<file path="config.mk">
export PLATFORM = sky130hd
export DESIGN_NAME = lef_ctrl
export DESIGN_NICKNAME = d
export VERILOG_FILES = /design/src/hw/rtl/lef_pkg.sv /design/src/hw/rtl/lef_ctrl.sv
export SDC_FILE = /design/constraint.sdc
export NUM_CORES = 1
export LEC_CHECK = 0
export ABC_AREA = 1
export BUFFER_PORTS_ARGS = -buffer_cell sky130_fd_sc_hd__buf_2
export CORE_AREA = 2 2 39 41
export CTS_CLUSTER_DIAMETER = 60
export DETAILED_ROUTE_END_ITERATION = 6
export DIE_AREA = 0 0 41 43
export HOLD_SLACK_MARGIN = 0.1
export SLEW_MARGIN = 5
export SYNTH_ARGS = -nofsm -noshare
export SYNTH_HDL_FRONTEND = slang
export SYNTH_SLANG_ARGS = --single-unit
</file>
<file path="constraint.sdc">
create_clock -name clock -period 1.15 [get_ports clock]
set_clock_uncertainty 0.1 [all_clocks]
set_input_delay 0.0575 -clock clock [delete_from_list [all_inputs] [get_ports clock]]
set_output_delay 0.0575 -clock clock [all_outputs]
set_load 0.005 [all_outputs]
</file>
<file path="src/hw/rtl/lef_pkg.sv">
// lef_pkg: shared constants, types and codes for the 3x3 laplacian edge filter
// no dependencies; imported by lef_ctrl, lef_datapath and laplacian_edge_filter_3x3
package lef_pkg;

   // image limits and derived widths
   localparam int MAX_WIDTH  = 2048;
   localparam int MAX_HEIGHT = 2048;
   localparam int COL_W      = $clog2(MAX_WIDTH);
   localparam int ROW_W      = $clog2(MAX_HEIGHT + 2);

   // register port
   localparam int CSR_IDX_W  = 2;
   localparam int CSR_DATA_W = 16;
   localparam int DIM_W      = 12;
   localparam int GAIN_W     = 16;

   localparam logic [CSR_IDX_W-1:0] REG_IMAGE_WIDTH  = 2'd0;
   localparam logic [CSR_IDX_W-1:0] REG_IMAGE_HEIGHT = 2'd1;
   localparam logic [CSR_IDX_W-1:0] REG_FILTER_GAIN  = 2'd2;

   localparam logic [DIM_W-1:0]  RESET_WIDTH  = 12'd640;
   localparam logic [DIM_W-1:0]  RESET_HEIGHT = 12'd480;
   localparam logic [GAIN_W-1:0] RESET_GAIN   = 16'd256;

   // request kinds
   localparam logic KIND_PIXEL = 1'b0;
   localparam logic KIND_FLUSH = 1'b1;

   // gray conversion weights, sum is 65536
   localparam logic [23:0] W_RED   = 24'd19595;
   localparam logic [23:0] W_GREEN = 24'd38470;
   localparam logic [23:0] W_BLUE  = 24'd7471;

   // arithmetic widths
   localparam int DIFF_W = 12;
   localparam int PROD_W = DIFF_W + GAIN_W + 1;

   // sequencer states
   typedef enum logic [5:0] {
      ST_IDLE  = 6'b000001,
      ST_GRAY  = 6'b000010,
      ST_SHIFT = 6'b000100,
      ST_SUM   = 6'b001000,
      ST_MUL   = 6'b010000,
      ST_OUT   = 6'b100000
   } state_type;

   // controller to datapath
   typedef struct packed {
      logic accept;
      logic gray_step;
      logic shift_step;
      logic sum_step;
      logic mul_step;
      logic out_load;
   } cmd_type;

   // datapath to controller
   typedef struct packed {
      logic pixel_due;
      logic emit;
      logic out_free;
   } status_type;

endpackage

</file>
<file path="src/hw/rtl/lef_ctrl.sv">
// lef_ctrl: sequencer that steps one request through the edge datapath
// depends on lef_pkg
module lef_ctrl (
   input  logic                clock,
   input  logic                reset,
   input  logic                req_valid,
   input  logic                req_kind,
   input  lef_pkg::status_type status,
   output logic                req_stall,
   output lef_pkg::cmd_type    cmd
);
   import lef_pkg::*;

   state_type state_ff;
   state_type state_in;
   logic      accept;
   logic      drop;

   assign req_stall = (state_ff != ST_IDLE);
   assign accept    = req_valid && !req_stall;
   // flush while pixels are still due has no effect at all
   assign drop      = (req_kind == KIND_FLUSH) && status.pixel_due;

   // next state
   always_comb begin
      state_in = state_ff;
      unique case (state_ff)
         ST_IDLE:  if (accept && !drop) state_in = ST_GRAY;
         ST_GRAY:  state_in = ST_SHIFT;
         ST_SHIFT: state_in = ST_SUM;
         ST_SUM:   state_in = status.emit ? ST_MUL : ST_IDLE;
         ST_MUL:   state_in = ST_OUT;
         ST_OUT:   if (status.out_free) state_in = ST_IDLE;
         default:  state_in = ST_IDLE;
      endcase
   end

   always_ff @(posedge clock) begin
      if (reset) begin
         state_ff <= ST_IDLE;
      end else begin
         state_ff <= state_in;
      end
   end

   // commands
   always_comb begin
      cmd            = '0;
      cmd.accept     = accept && !drop;
      cmd.gray_step  = (state_ff == ST_GRAY);
      cmd.shift_step = (state_ff == ST_SHIFT);
      cmd.sum_step   = (state_ff == ST_SUM);
      cmd.mul_step   = (state_ff == ST_MUL);
      cmd.out_load   = (state_ff == ST_OUT) && status.out_free;
   end

endmodule

</file>
[Word-level counts from Yosys, hierarchy flattened]
Cells that the tools add are included.
Widths: inputs -> output; s select.
Operators by class
  multipliers: 0
  equal/unequal tests: 9
  divide/modulo/power cells: 0
  shift operators: 0
  bitwise operators: 0
  add/subtract/negate cells: 0
  $lt $le $gt $ge: 0
  reduce and logical (&&, ||, !) cells: 7
  multiplexer cells: 4
Operator list (count)
  $pmux 6 s6: 1
  $mux 6: 2
  $eq 6x1->1 const B: 1
  $eq 6x2->1 const B: 1
  $eq 6x3->1 const B: 1
  $eq 6x4->1 const B: 1
  $eq 6x5->1 const B: 1
  $eq 6x6->1 const B: 1
  $ne 6x1->1 const B: 1
  $mux 5: 1
  $logic_and 1x1->1: 4
  $ne 2x2->1 const B: 2
  $logic_not 1->1: 2
  $reduce_and 2->1: 1
Storage, ports and cells
  word-level logic and storage cells: 21
  bits in read-only memories: 0
  memory bits (writable): 0
  bits in latches: 0
  bits in registers: 6
  memories: 0

[Depth between registers and ports, before layout]
  depth in word-level cells: 6
  mapped depth: 7
  depth with buffers taken out: 7

[Worst setup path after synthesis]
No wires, ideal clock.
  path kind: flip-flop to flip-flop
  start: register state_ff[3]
  end: register state_ff[0]
  cell stages (with the launch flop): 7
  data required time: 929 ps
  period minus slack after synthesis: 1021 ps
  path buffers: 0
  data arrival time: 801 ps
  path slack: 129 ps
  path through: dfxtp_1 > inv_2 > nand2_2 > nor2_2 > nand3_1 > nand3_1 > o21ai_1
On the way
  longest elaborated chain between the ends: 6
Ends and longest elaborated chain
  from (decl): RTL line lef_ctrl.sv:14  | state_type state_ff;
  from (signal assigned): RTL line lef_ctrl.sv:42  | state_ff <= state_in;
  $ne 6x1->1: RTL line lef_ctrl.sv:19  | assign req_stall = (state_ff != ST_IDLE);
  $logic_not 1->1: RTL line lef_ctrl.sv:20  | assign accept = req_valid && !req_stall;
  $logic_and 1x1->1: RTL line lef_ctrl.sv:20
  $logic_and 1x1->1: RTL line lef_ctrl.sv:28  | ST_IDLE: if (accept && !drop) state_in = ST_GRAY;
  $ne 2x2->1 (no line)
  $reduce_and 2->1 (no line)
Several ways; a longest one is shown, not always the timed one.
A chain may end at the register's enable or synchronous reset.

==> metrics <==
status complete, but fails checks; violated checks setup timing; Crit path top cell by count nand2_2; kind of critical path flip-flop to output port; First-pass DRT Iterations 3; maximum vdd drop around 0.51 mV; top flop regs state_ff x6; # rows 14; DIE AREA ~1800 sq um; CTS tree built; CTS sink cnt 6; clk_lat worst skew between 0.2 and 0.25 ns; Simple-Gate Fraction of Synth Area 0.467; CTS HTree Levels 1; Power Density ~960 nW/um^2; Period Utilization, post-route 1.10; Cell variety after synth 16; Relative slew margins 0.878; family with the most delay on the worst path simple AND/OR/NAND/NOR gates; Antenna Nets Post-Route 0; n_diodes 0; Non-Filler Instances 94; CP max-delay cell dfxtp_2; pins over their slew limit 0; critical path buffer and inverter count 2; critical path endpoint category output port; Detailed Place HPWL between 500 and 600 um; YS warnings 0; Die Y between 40 and 50 um; GR Overflow Total 0; max FFs per register 6; Setup crit start kind flip-flop; crit-path max FO 3; critical-path cell list inv_2 > nand2_2 > nor2_4 > nand2_2 > nor2_1 > buf_2; Syn Area/Cell 6.60 sq um; Worst-Margin Slew around 0.18 ns; Vias/cell 4.45; deepest clock path buffer count 2; drt drc 0; I/O pin count 14; post-synthesis xor/xnor area fraction 0; Reg with most FFs state_ff; Final Hold Viols 0; starting DRC count in detailed routing 6; Hold Crit Class input port to flip-flop; compound-gate portion of the synthesized area 0.0702; layout cell share with drive strength beyond 1 0.590; Core Region between 1000 and 1500 sq um; initial antenna violation count 0; CTS root buf clkbuf_4; vias in the first global route between 300 and 400; Placed Cells 83; first-pass GRT wire length 1.45 mm; die width 41 um; Post-Syn Area 357 sq um; Fillers 151; Tmin final about 1.3 ns; Initial Util 0.258; Final #Nets 87; Final Util 0.421; syn_nets 61; Setup violations, final 8; IO Port Bufs 13; Worst Path Required about 0.99 ns; gp weighted congestion around 0.72; routed len/inst approximately 10 um; mux share of post-synthesis cell area 0; Pleak about 0.32 nW; adder-cell area share of the yosys netlist 0; area delta synth->final 63.5%; largest family of logic cells by synthesized area simple AND/OR/NAND/NOR gates; post-synthesis sequential area ratio 0.337; #FFs+latches synth 6; Detailed Route WL around 950 um; gr usage total 0.125; Achievable Freq about 790 MHz; Syn Inst Count 54; largest net degree at the start of global routing 7; final worst-path setup slack -0.109 ns; WP data arrival roughly 1.1 ns; # Max-Cap Violations 0; Reg clk slew, reported paths about 0.04 ns; RSZ-0062 raised after global routing yes; via count of the routed design ~420; max incr delay on CP around 0.33 ns; TritonCTS buffer count 3
[path summary, 6_finish.rpt]
path	cells after the start	end	slack [ns]	start
worst min register to register	3	state_ff[3]	0.45	state_ff[3]
worst max-delay path	6	cmd[5]	-0.11	state_ff[3]
worst min-delay path	4	state_ff[0]	0.11	req_valid
worst max register to register	7	state_ff[0]	-0.04	state_ff[0]
[timing repair]
action	in CTS	in global routing
hold buffers	4	0
setup endpoints to repair	7	9
resized for setup	12	8
pin swaps	4	4
setup buffers	3	1
endpoints found under the hold margin	6	0
[worst reg2reg max path, delay by kind of cell (launching register included)]
kind                   cells  cell delay (ns)
and+or+nand+nor            4             0.37
buffers and inverters      2             0.18
DFF                        1             0.36
AOI/OAI and AO/OA          1             0.06
[power breakdown]
group          internal [mW]  switching [mW]  total [mW]
combinational         0.0697          0.0641       0.134
sequential             0.218          0.0130       0.231
clock                  0.118          0.0754       0.193
[cell usage in the layout (no fill, tap or decap), drive strengths merged]
| cell type | instances |
|---|---|
| dfxtp | 6 |
| buf | 17 |
| nor2 | 15 |
| nand3 | 6 |
| nand2 | 8 |
| a21oi | 1 |
| nor3 | 1 |
| inv | 12 |
| clkbuf | 3 |
| nand4 | 2 |
| o21ai | 2 |
| a31oi | 1 |
| dlygate4sd3 | 4 |
[per-layer routing]
layer	vias to the layer above	track usage	wire, um
li1	218	-	-
met1	184	0.129	367
met2	14	0.216	515
met3	2	0.0314	51
met4	0	0.0600	14
met5	-	0	0
[cells in the mapped netlist (all sizes together)]
cell type / count / share of area
nor3: 1 / 0.028
a21oi: 1 / 0.014
dfxtp: 6 / 0.34
o21ai: 2 / 0.039
nor2: 15 / 0.19
a31oi: 1 / 0.018
nand3: 6 / 0.11
nand2: 8 / 0.098
nand4: 2 / 0.035
inv: 12 / 0.13
[metrics by stage]
step	total power [mW]	setup slack [ns]	hold WS [ns]	instance area (sq um)	TNS (ns)
final	0.558	-0.109	0.112	583	-0.524
after floorplan	0.292	0.129	0.0266	357	0
after CTS	0.550	-0.114	0.103	553	-0.510
after global placement	0.323	0.0383	0.215	442	0
after detailed placement	0.324	0.0266	0.217	442	0
after global routing	0.589	-0.207	0.134	583	-1.16
[cell type report]
class / count / area (sq um) / share of cell area
clock buffer: 3 / 22.5 / 0.0386
inverter: 12 / 45.0 / 0.0773
multi-input combinational: 36 / 224 / 0.384
sequential: 6 / 133 / 0.227
tap: 16 / 20.0 / 0.0343
timing repair buffer: 21 / 139 / 0.238
[cell families after synthesis]
logic type,count (synthesis)
AND/OR/NAND/NOR,32
buffers and inverters,12
flip-flops,6
AO/OA/AOI/OAI,4
(Power assumes the default switching activity.)
